--- config.mk ---
export PLATFORM = sky130hd
export DESIGN_NAME = pkbd_front
export DESIGN_NICKNAME = d
export VERILOG_FILES = /design/src/rtl/pkbd_pkg.sv /design/src/rtl/pkbd_front.sv
export SDC_FILE = /design/constraint.sdc
export NUM_CORES = 1
export LEC_CHECK = 0
export ABC_AREA = 1
export BUFFER_PORTS_ARGS = -buffer_cell sky130_fd_sc_hd__clkbuf_2
export CAP_MARGIN = 20
export CORE_UTILIZATION = 40
export CTS_CLUSTER_SIZE = 12
export DETAILED_ROUTE_END_ITERATION = 16
export HOLD_SLACK_MARGIN = 0.15
export PLACE_DENSITY = 0.75
export SETUP_SLACK_MARGIN = 0.2
export SYNTH_ARGS = -nofsm -noshare
export SYNTH_HDL_FRONTEND = slang
export SYNTH_SLANG_ARGS = --single-unit
--- constraint.sdc ---
create_clock -name clk_i -period 5.2 [get_ports clk_i]
set_input_delay 0.78 -clock clk_i [delete_from_list [all_inputs] [get_ports clk_i]]
set_output_delay 0.78 -clock clk_i [all_outputs]
set_load 0.02 [all_outputs]
--- src/rtl/pkbd_pkg.sv ---
// Package: shared constants, register codes, beat types and sequencer states.
package pkbd_pkg;

  // Field widths fixed by the interface
  localparam int unsigned KEY_W    = 4;
  localparam int unsigned TIME_W   = 32;
  localparam int unsigned STATUS_W = 10;
  localparam int unsigned LIMIT_W  = 5;
  localparam int unsigned COUNT_W  = 5;
  localparam int unsigned CFG_IDX_W = 2;

  // Default sizes handed to the top level parameters
  localparam int unsigned NUM_KEYS_DEF   = 16;
  localparam int unsigned RING_DEPTH_DEF = 16;

  // Client error status range: LO inclusive, HI exclusive
  localparam logic [STATUS_W-1:0] CLIENT_ERR_LO = 10'd400;
  localparam logic [STATUS_W-1:0] CLIENT_ERR_HI = 10'd500;

  // Register reset values
  localparam logic [TIME_W-1:0]  WINDOW_RESET = 32'd300;
  localparam logic [LIMIT_W-1:0] LIMIT_RESET  = 5'd10;
  localparam logic               FLAG_RESET   = 1'b1;

  // Configuration register indexes
  localparam logic [CFG_IDX_W-1:0] CFG_WINDOW = 2'd0;
  localparam logic [CFG_IDX_W-1:0] CFG_LIMIT  = 2'd1;
  localparam logic [CFG_IDX_W-1:0] CFG_FLAG   = 2'd2;

  // Command queue between front and back
  localparam int unsigned CMD_PW    = 1;
  localparam int unsigned CMD_DEPTH = 2 ** CMD_PW;

  // Classified command handed from front to back
  typedef struct packed {
    logic [KEY_W-1:0]  key;
    logic [TIME_W-1:0] stamp;
    logic              flag;
    logic              update;
  } pkbd_cmd_t;

  // Settings the back end needs
  typedef struct packed {
    logic [TIME_W-1:0]  window;
    logic [LIMIT_W-1:0] limit;
  } pkbd_cfg_t;

  // One result beat
  typedef struct packed {
    logic               error_flag;
    logic               rate_alert;
    logic [COUNT_W-1:0] alert_count;
    logic [KEY_W-1:0]   alert_key;
  } pkbd_res_t;

  // Back end sequencer states
  typedef enum logic [2:0] {
    S_IDLE,
    S_META,
    S_RD,
    S_CMP,
    S_FIN,
    S_OUT
  } pkbd_state_e;

endpackage

--- src/rtl/pkbd_front.sv ---
// Front end: classify requests and queue them as commands for the back end.
module pkbd_front
  import pkbd_pkg::*;
#(
  parameter int unsigned NUM_KEYS = NUM_KEYS_DEF
) (
  input  logic                clk_i,
  input  logic                rst_ni,
  input  logic                push_i,
  output logic                full_o,
  input  logic [KEY_W-1:0]    key_index_i,
  input  logic [TIME_W-1:0]   event_time_i,
  input  logic [STATUS_W-1:0] status_code_i,
  input  logic                flag_every_i,
  output logic                cmd_valid_o,
  output pkbd_cmd_t           cmd_o,
  input  logic                cmd_pop_i
);

  localparam int unsigned CmpW = 9;

  pkbd_cmd_t          mem_q [CMD_DEPTH];
  logic [CMD_PW-1:0]  wptr_q, wptr_d;
  logic [CMD_PW-1:0]  rptr_q, rptr_d;
  logic [CMD_PW:0]    cnt_q, cnt_d;
  logic               client_err;
  logic               key_ok;
  logic               accept;
  pkbd_cmd_t          cmd_in;

  // Classify the incoming request
  assign client_err = (status_code_i >= CLIENT_ERR_LO) && (status_code_i < CLIENT_ERR_HI);
  assign key_ok     = CmpW'(key_index_i) < CmpW'(NUM_KEYS);

  always_comb begin
    cmd_in.key    = key_index_i;
    cmd_in.stamp  = event_time_i;
    cmd_in.flag   = client_err & flag_every_i;
    cmd_in.update = client_err & key_ok;
  end

  assign full_o      = (cnt_q == (CMD_PW+1)'(CMD_DEPTH));
  assign accept      = push_i & ~full_o;
  assign cmd_valid_o = (cnt_q != '0);
  assign cmd_o       = mem_q[rptr_q];

  // Advance pointers and fill level
  always_comb begin
    wptr_d = accept ? wptr_q + CMD_PW'(1) : wptr_q;
    rptr_d = cmd_pop_i ? rptr_q + CMD_PW'(1) : rptr_q;
    cnt_d  = cnt_q;
    if (accept && !cmd_pop_i) begin
      cnt_d = cnt_q + (CMD_PW+1)'(1);
    end else if (!accept && cmd_pop_i) begin
      cnt_d = cnt_q - (CMD_PW+1)'(1);
    end
  end

  always_ff @(posedge clk_i or negedge rst_ni) begin
    if (!rst_ni) begin
      wptr_q <= '0;
      rptr_q <= '0;
      cnt_q  <= '0;
    end else begin
      wptr_q <= wptr_d;
      rptr_q <= rptr_d;
      cnt_q  <= cnt_d;
    end
  end

  // Store the accepted beat
  always_ff @(posedge clk_i) begin
    if (accept) begin
      mem_q[wptr_q] <= cmd_in;
    end
  end

endmodule

==> metrics.txt, run 1 <==
most frequent cells in the layout=clkbuf_2 (88), edfxtp_1 (76), mux2_2 (28), inv_1 (14); Pre-Repair DR Iteration Count=4; Synth cell types=16; drt via density=4.590; commonest non-fill, non-tap cell in the layout=clkbuf_2; status=finished clean; syn nets=214; Placed Area=0.003603 mm²; Die W=89.53 µm; Setup violations, final=0; number of antenna violations at the first check in global routing=0; port bufs=88; Final HPWL DP=3.090 mm; Mean Syn Cell Area=18.91 µm²; final hold violation count=0; first-pass GRT wire length=7.320 mm; # DRC=0; # Max-Cap Violations=0; Worst-Skew Late Latency=0.34 ns; post-synthesis sequential area ratio=0.7775; fin area=0.003879 mm²; Max-Slew Margin vs Limit=0.3409; Starting DRT DRC Count=58; antenna cells=0; CP arrival=1.95 ns; Placed Cells incl. Taps=345; Worst VDD drop=0.3746 mV; Worst Setup End Kind=output port; Peak Freq=0.3661 GHz; FILL cells=619; Syn Inst Count=162; Die ar.=0.008015 mm²; Synth warnings=0; Cell Pwr Density=567.9 mW/mm²; synthesized flop and latch total=80; Non-Filler Instances=363; netlist area before placement=0.003064 mm²; detailed-route wire length per cell=13.52 µm; CTS Hold Bufs=0; TritonCTS Buffers=9; reg-to-reg setup timing slack=3.23 ns; Area Growth Syn to Fin=26.58%; worst-path fanout max=39; RSZ-0062 raised after global routing=false; Post-CTS Setup Bufs=0; share of layout cells above drive strength 1=0.5492; vias in the first global route=1626; Root Driver=clkbuf_8; HP Class=in -> async; CTS tree=yes; WS Path Type=reg -> out; leakage=1.585 nW; footprint of the multi-input gates=603.1 µm²; measured slew at the worst slew-check pin=0.9886 ns; Final min period=2.731 ns; final slew viol count=0; die height=89.53 µm; Core ar.=0.007331 mm²; Tcrit/Tclk final=0.5253; final wirelength=4.907 mm; Critical Path RT=4.42 ns; I/O pin count=91; clk buf depth=2; routed vias=1666; routability cong.=0.6976; Final #Nets=311; crit path launch type=flip-flop; ANT nets after route=0; Overflow after GRT=0; register area=0.002384 mm²; setup TNS=0 ns; clock sinks=80; Starting Density=0.4180; Clk pin slew, worst setup/hold paths=0.08 ns; H-tree Lvls=3; CTS resizes=0; largest net degree at the start of global routing=40; Layout Skew=0.005551 ns; # rows=31; all-layer global routing usage=0.1308
cells in the mapped netlist:
| master | n | area [µm²] |
|---|---|---|
| edfxtp_1 | 76 | 2282 |
| mux2_2 | 28 | 315.3 |
| inv_1 | 14 | 52.55 |
| mux2_4 | 10 | 150.1 |
| nand2_1 | 10 | 37.54 |
| nor2_1 | 9 | 33.78 |
| dfrtp_1 | 4 | 100.1 |
| buf_4 | 2 | 15.01 |
| nand3_1 | 2 | 10.01 |
| buf_6 | 1 | 11.26 |
| buf_8 | 1 | 15.01 |
| ha_1 | 1 | 12.51 |
| nand4_1 | 1 | 6.260 |
| o21ai_0 | 1 | 5.000 |
| xnor2_1 | 1 | 8.760 |
| xor2_1 | 1 | 8.760 |
state kept, by name, summed over array words and instances (netlist names):
signal  count
rptr_q      1
cnt_q       2
wptr_q      1
mem_q      76
stage by stage:
step                      worst slack, ns  hold slack [ns]    util  total power [mW]
after floorplan                     2.219           0.4417       -             1.480
after global placement              2.729           0.4558  0.4916             1.663
after detailed placement            2.638           0.4767  0.4916             1.685
after CTS                           2.397           0.2162  0.5236             2.220
after global routing                2.327           0.2183  0.5291             2.318
final                               2.469           0.2354  0.5291             2.203
per-layer routing:
layer,track usage,share of wire
met1,0.1356,0.39
met2,0.2290,0.53
met3,0.04247,0.052
met4,0.08225,0.028
met5,0,0
cell families after synthesis:
group | count (synthesis) | synth area share
fa+ha+maj | 1 | 0.004083
simple gates | 22 | 0.02859
flops | 80 | 0.7775
xor+xnor | 2 | 0.005718
compound gates | 1 | 0.001632
buf+inv | 18 | 0.03062
mux | 38 | 0.1519
worst paths after layout:
kind	startpoint	depth (start not counted)	end
setup reg to reg	cnt_q[0]	7	cnt_q[1]
max in group asynchronous	rst_ni	1	rptr_q
min in group clk_i	cnt_q[1]	2	cnt_q[1]
hold / removal	rst_ni	1	wptr_q
setup / recovery	rptr_q	2	cmd_o[21]
hold reg to reg	cnt_q[1]	2	cnt_q[1]
final cells by class:
type | count | share of cell area
Clock buffer | 10 | 0.03290
Clock inverter | 6 | 0.02774
Inverter | 14 | 0.01355
Multi-Input combinational cell | 64 | 0.1555
Sequential cell | 80 | 0.6145
Tap cell | 99 | 0.03194
Timing Repair Buffer | 90 | 0.1239
where the power goes:
part           total (mW)  switching, mW  internal (mW)  leakage, nW
Clock               0.530          0.212          0.318        0.118
Combinational       0.692          0.384          0.307        0.713
Sequential          0.981          0.104          0.878        0.754
critical path: stages, from the launching register on:
cell      delay, ns
dfrtp_2        1.02
mux2_2         0.42
clkbuf_2       0.15
Note: power is estimated with default switching activity, not from simulation.
==> run 2, diff against run 1 <==
--- a/config.mk
+++ b/config.mk
@@ -5,14 +5,14 @@
 export SDC_FILE = /design/constraint.sdc
 export NUM_CORES = 1
 export LEC_CHECK = 0
-export ABC_AREA = 1
+export ABC_AREA = 0
 export BUFFER_PORTS_ARGS = -buffer_cell sky130_fd_sc_hd__clkbuf_2
 export CAP_MARGIN = 20
 export CORE_UTILIZATION = 40
 export CTS_CLUSTER_SIZE = 12
 export DETAILED_ROUTE_END_ITERATION = 16
 export HOLD_SLACK_MARGIN = 0.15
-export PLACE_DENSITY = 0.75
+export PLACE_DENSITY = 0.76
 export SETUP_SLACK_MARGIN = 0.2
 export SYNTH_ARGS = -nofsm -noshare
 export SYNTH_HDL_FRONTEND = slang
==> constraint.sdc (replaced) <==
create_clock -name clk_i -period 2.6 [get_ports clk_i]
set_input_delay 0.39 -clock clk_i [delete_from_list [all_inputs] [get_ports clk_i]]
set_output_delay 0.39 -clock clk_i [all_outputs]
set_load 0.02 [all_outputs]
==> metrics.txt, run 2 <==
CTS resizes=0 (unchanged); Synth warnings=0 (unchanged); Syn Inst Count=141 (-13%); routability cong.=0.7209 (+3.3%); Largest register FFs=76 (unchanged); Crit path buffers/inverters=2 (+1); WS Path Type=reg -> out; final wirelength=4.746 mm (-3.3%); die height=88.92 µm (-0.68%); Synth cell types=20 (+4); Overflow after GRT=0 (unchanged); crit path launch type=flip-flop; clock sinks=80 (unchanged); routed vias=1574 (-5.5%); Top FF cell, synth=edfxtp_1; number of antenna violations at the first check in global routing=0 (unchanged); netlist area before placement=0.003022 mm² (-1.4%); clk buf depth=2 (unchanged); post-synthesis async set-or-reset flop share=0.05000 (unchanged); Worst-Skew Late Latency=0.33 ns (about the same); share of layout cells above drive strength 1=0.5992 (+0.04995); port bufs=88 (unchanged); top post-synthesis cells by count=edfxtp_1 (76), mux2_2 (28), mux2_4 (10); # DRC=0 (unchanged); antenna cells=0 (unchanged); synthesized flop and latch total=80 (unchanged); Pre-Repair DR Iteration Count=3 (-1); leakage=1.537 nW (-3.0%); commonest non-fill, non-tap cell in the layout=clkbuf_2; RSZ-0062 raised after global routing=false; top-count cell post-synth=edfxtp_1; Clk pin slew, worst setup/hold paths=0.08 ns (about the same); Worst Setup End Kind=output port; Root Driver=clkbuf_8; TritonCTS Buffers=9 (unchanged); Area Growth Syn to Fin=27.54%; final slew viol count=0 (unchanged); post-synthesis sequential area ratio=0.7884 (+0.01095); CP delay by family, top=flip-flops; first-pass GRT wire length=7.113 mm (-2.8%); # rows=31 (unchanged); top cell type by total area after synthesis=edfxtp_1; HP Class=in -> reg; Cell Pwr Density=1151 mW/mm² (+100%); Final #Nets=294 (-5.5%); most flop-heavy register=mem_q; combinational power share=0.330 (+0.016); Tcrit/Tclk final=0.8496; worst-path fanout max=22 (-44%); Final HPWL DP=3.236 mm (+4.7%); largest registers=mem_q x76, cnt_q x2; Core ar.=0.007292 mm² (-0.53%); drt via density=4.549 (-0.88%); Sw Ratio=0.3084 (-0.009276); CTS tree=yes; switching power=1.368 mW (+95%); Starting DRT DRC Count=44 (-24%); largest net degree at the start of global routing=27 (-33%); Worst VDD drop=0.5864 mV (+57%); Setup violations, final=0 (unchanged); Internal=3.067 mW (+100%); status=finished clean; Die ar.=0.007906 mm² (-1.4%); vias in the first global route=1615 (-0.68%); CP arrival=1.82 ns (-0.13 ns); crit path max-delay cell type=dfrtp_2; EDFF count, synth=76 (unchanged); Fin Hold WS=0.2410 ns (+0.005578 ns); detailed-route wire length per cell=13.72 µm (+1.5%); I/O pin count=91 (unchanged); top-area cell type share of the netlist area=0.7553 (+0.01049); Critical Path RT=2.21 ns (-2.21 ns); measured slew at the worst slew-check pin=0.6505 ns (-0.3381 ns); H-tree Lvls=3 (unchanged); synth top area cells=edfxtp_1 (76%), mux2_2 (10%), mux2_4 (5.0%), dfrtp_1 (3.3%), xor2_1 (0.87%); setup TNS=0 ns (unchanged); delay of the slowest cell on the worst path=0.70 ns (-0.32 ns); most frequent cells in the layout=clkbuf_2 (88), edfxtp_1 (76), mux2_2 (28), mux2_4 (10), clkbuf_8 (10); Max-Slew Margin vs Limit=0.5663 (+0.2254); # Max-Cap Violations=0 (unchanged); worst-path cell chain=buf_12 -> mux2_2 -> clkbuf_2; Die W=88.92 µm (-0.68%); ANT nets after route=0 (unchanged); Peak Freq=0.4527 GHz; Mean Syn Cell Area=21.43 µm² (+13%); Starting Density=0.4144 (-0.003611); all-layer global routing usage=0.1291 (-0.001639); syn nets=193 (-9.8%); Layout Skew=0.01493 ns (+0.009376 ns); sequential share of power=0.431 (-0.015); Final min period=2.209 ns; final hold violation count=0 (unchanged); Clock Power Share=0.240 (about the same)
run 2: changes by cell type in the layout (fill, tap and decap cells not counted), moves of 2 or more:
cell      change
clkbuf_1      +2
nor2_1        -6
nand2_1       -9
xor2_1        +2
inv_1        -11
buf_4         +4
nand3_1       -2
run 2: layout make-up:
cell class | count | area, µm²
timing repair buffer | 94 | 500.5
tap | 99 | 123.9
sequential | 80 | 2384
inverter | 3 | 11.26
multi-input combinational | 54 | 595.6
clock buffer | 13 | 148.9
clock inverter | 3 | 90.09
fill | 616 | 3438
run 2: what timing repair did:
| item | CTS | global route |
|---|---|---|
| hold endpoints to repair | 4 | 0 |
| setup buffers | 0 | 0 |
| hold buffers | 1 | 0 |
run 2: cell families after synthesis:
| logic type | Yosys count | share of synthesized area |
|---|---|---|
| AOI/OAI and AO/OA | 2 | 0.005384 |
| xor gates and xnor gates | 5 | 0.01450 |
| adders and majority gates | 1 | 0.004140 |
| buffers and inverters | 7 | 0.01739 |
| DFF | 80 | 0.7884 |
| muxes | 38 | 0.1540 |
| and+or+nand+nor | 8 | 0.01615 |
run 2: routing by layer:
metal	vias to the layer above	share of wire	track usage
met5	-	0	0
met4	0	0.017	0.07331
met3	8	0.056	0.06187
met2	52	0.54	0.2266
met1	762	0.38	0.1239
li1	752	-	-
run 2: power groups by stage:
stage          registers (mW)  clock network [mW]  logic, mW
2_1_floorplan            1.86                   0       1.11
3_3_place_gp             1.93                   0       1.47
3_5_place_dp             1.95                   0       1.48
4_1_cts                  1.92                1.09       1.49
5_1_grt                  1.95                1.14       1.58
6_report                 1.91                1.06       1.46
run 2: worst paths after layout:
check,to,slack (ns),startpoint,cells after the start
setup / recovery,cmd_o[11],0.39,rptr_q,3
max in group asynchronous,rptr_q,2.06,rst_ni,2
min in group asynchronous,wptr_q,0.40,rst_ni,2
hold / removal,mem_q[0][26],0.24,event_time_i[24],1
setup reg to reg,mem_q[1][12],0.78,cnt_q[0],3
hold reg to reg,cnt_q[1],0.49,cnt_q[1],1
run 2: through the flow:
step | area [µm²] | power [mW] | worst slack (ns) | std cells | utilization
floorplan | 3024 | 2.969 | 0.5684 | 141 | -
finish | 3854 | 4.435 | 0.3910 | 346 | 0.5285
global placement | 3605 | 3.394 | 0.7319 | 329 | 0.4943
detailed placement | 3605 | 3.426 | 0.7286 | 329 | 0.4943
CTS | 3854 | 4.497 | 0.3331 | 346 | 0.5285
global route | 3854 | 4.668 | 0.2783 | 346 | 0.5285
==> run 3, diff against run 2 <==
--- a/config.mk
+++ b/config.mk
@@ -12,7 +12,7 @@
 export CTS_CLUSTER_SIZE = 12
 export DETAILED_ROUTE_END_ITERATION = 16
 export HOLD_SLACK_MARGIN = 0.15
-export PLACE_DENSITY = 0.76
+export PLACE_DENSITY = 0.78
 export SETUP_SLACK_MARGIN = 0.2
 export SYNTH_ARGS = -nofsm -noshare
 export SYNTH_HDL_FRONTEND = slang
==> constraint.sdc (replaced) <==
create_clock -name clk_i -period 1.99 [get_ports clk_i]
set_input_delay 0.2985 -clock clk_i [delete_from_list [all_inputs] [get_ports clk_i]]
set_output_delay 0.2985 -clock clk_i [all_outputs]
set_load 0.02 [all_outputs]
==> metrics.txt, run 3 (synthesis results as in run 2) <==
Final HPWL DP=3.274 mm (+1.2%); Worst-Skew Late Latency=0.33 ns (about the same); Starting DRT DRC Count=41 (-6.8%); ANT nets after route=0 (unchanged); CTS tree=yes; port bufs=88 (unchanged); reg-to-reg startpoint=cnt_q[0]; Peak Freq=0.5716 GHz; R2R cell count=3 (unchanged); WS Path Type=reg -> out; Root Driver=clkbuf_8; clk buf depth=2 (unchanged); Hold Path Depth=1 (unchanged); routed vias=1740 (+11%); Power, Total=5.946 mW (+34%); Crit path buffers/inverters=2 (unchanged); largest registers=mem_q x76, cnt_q x2; Worst Setup End Kind=output port; delay of the slowest cell on the worst path=0.41 ns (-0.29 ns); vias in the first global route=1816 (+12%); Core ar.=0.007292 mm² (unchanged); setup TNS=0 ns (unchanged); r2r endpoint=mem_q[1][8]; all-layer global routing usage=0.1428 (+0.01369); Setup WS post-layout=0.2405 ns (-0.1505 ns); HP Start=event_time_i[29]; worst-path cell chain=buf_12 -> mux2_2 -> clkbuf_2; Area Growth Syn to Fin=40.95%; # rows=31 (unchanged); TritonCTS Buffers=9 (unchanged); final wirelength=5.198 mm (+9.5%); leakage=1.704 nW (+11%); Post-CTS Setup Bufs=0 (unchanged); status=finished clean; Max-Slew Margin vs Limit=0.7251 (+0.1588); HP Class=in -> reg; Worst VDD drop=0.6698 mV (+14%); Cell Pwr Density=1396 mW/mm² (+21%); clock sinks=80 (unchanged); Final #Nets=331 (+13%); number of antenna violations at the first check in global routing=0 (unchanged); Tcrit/Tclk final=0.8791; Layout Skew=0.007549 ns (-0.007378 ns); I/O pin count=91 (unchanged); Die ar.=0.007906 mm² (unchanged); Final min period=1.749 ns; CP delay by family, top=flip-flops; Largest register FFs=76 (unchanged); detailed-route wire length per cell=13.57 µm (-1.1%); crit path max-delay cell type=dfrtp_2; routability cong.=0.6416 (-11%); largest net degree at the start of global routing=24 (-11%); Overflow after GRT=0 (unchanged); Placed Cells incl. Taps=330 (+0.30%); measured slew at the worst slew-check pin=0.4124 ns (-0.2381 ns); crit path launch type=flip-flop; reg-to-reg setup timing slack=0.44 ns (-0.34 ns); final hold violation count=0 (unchanged); drt via density=4.543 (-0.13%); # DRC=0 (unchanged); Setup violations, final=0 (unchanged); commonest non-fill, non-tap cell in the layout=clkbuf_2; most flop-heavy register=mem_q; antenna cells=0 (unchanged); Die W=88.92 µm (unchanged); Non-Filler Instances=383 (+11%); worst-path fanout max=21 (-4.5%); fin area=0.004259 mm² (+11%); Pre-Repair DR Iteration Count=4 (+1); # Max-Cap Violations=0 (unchanged); Critical Path RT=1.69 ns (-0.52 ns); share of layout cells above drive strength 1=0.5246 (-0.07454); final slew viol count=0 (unchanged); first-pass GRT wire length=8.038 mm (+13%); die height=88.92 µm (unchanged); Setup WS pre-CTS=0.4468 ns (-0.2818 ns); Starting Density=0.4144 (unchanged); Worst Hold End=mem_q[0][31]; RSZ-0062 raised after global routing=true; most frequent cells in the layout=clkbuf_2 (88), edfxtp_1 (76), dlygate4sd3_1 (37), mux2_2 (28); CP arrival=1.45 ns (-0.37 ns); Clk pin slew, worst setup/hold paths=0.07 ns (about the same); Placed Area=0.003625 mm² (+0.56%); H-tree Lvls=3 (unchanged)
-- run 3: area by class of cell --
cell class | count | area (µm²)
Multi-Input combinational cell | 54 | 595.6
Sequential cell | 80 | 2384
Tap cell | 99 | 123.9
Timing Repair Buffer | 131 | 905.9
Inverter | 3 | 11.26
Clock inverter | 4 | 93.84
Fill cell | 609 | 3033
Clock buffer | 12 | 145.1
-- run 3: power by group --
group,internal [mW],switching (mW),leakage [nW],total (mW)
registers,2.31,0.119,0.752,2.42
logic,0.950,1.18,0.834,2.13
clock network,0.865,0.528,0.118,1.39
total,4.12,1.83,1.70,5.95
-- run 3: worst max path at each step --
stage | cells past startpoint | slack, ns | startpoint | to
floorplan | 3 | 0.36 | cnt_q[0] | mem_q[0][0]
finish | 3 | 0.24 | rptr_q | cmd_o[20]
global placement | 3 | 0.45 | cnt_q[0] | mem_q[1][15]
detailed placement | 3 | 0.45 | cnt_q[0] | mem_q[1][15]
global route | 3 | 0.17 | rptr_q | cmd_o[14]
CTS | 3 | 0.19 | rptr_q | cmd_o[24]
-- run 3: routing by layer --
metal | GRT usage | part of all wire | vias up
li1 | - | - | 822
met1 | 0.1436 | 0.39 | 852
met2 | 0.2692 | 0.54 | 57
met3 | 0.04063 | 0.050 | 9
met4 | 0.07038 | 0.017 | 0
met5 | 0 | 0 | -
-- run 3: timing repair --
item,in CTS,in global routing
hold buffers,36,1
endpoints found under the hold margin,72,2
resized for setup,4,2
setup endpoints to repair,36,28
-- run 3: metrics by stage --
step | util | hold WS [ns]
floorplan | - | 0.002909
global placement | 0.4971 | 0.1081
detailed placement | 0.4971 | 0.1167
CTS | 0.5813 | 0.1511
global route | 0.5841 | 0.1500
finish | 0.5841 | 0.1724
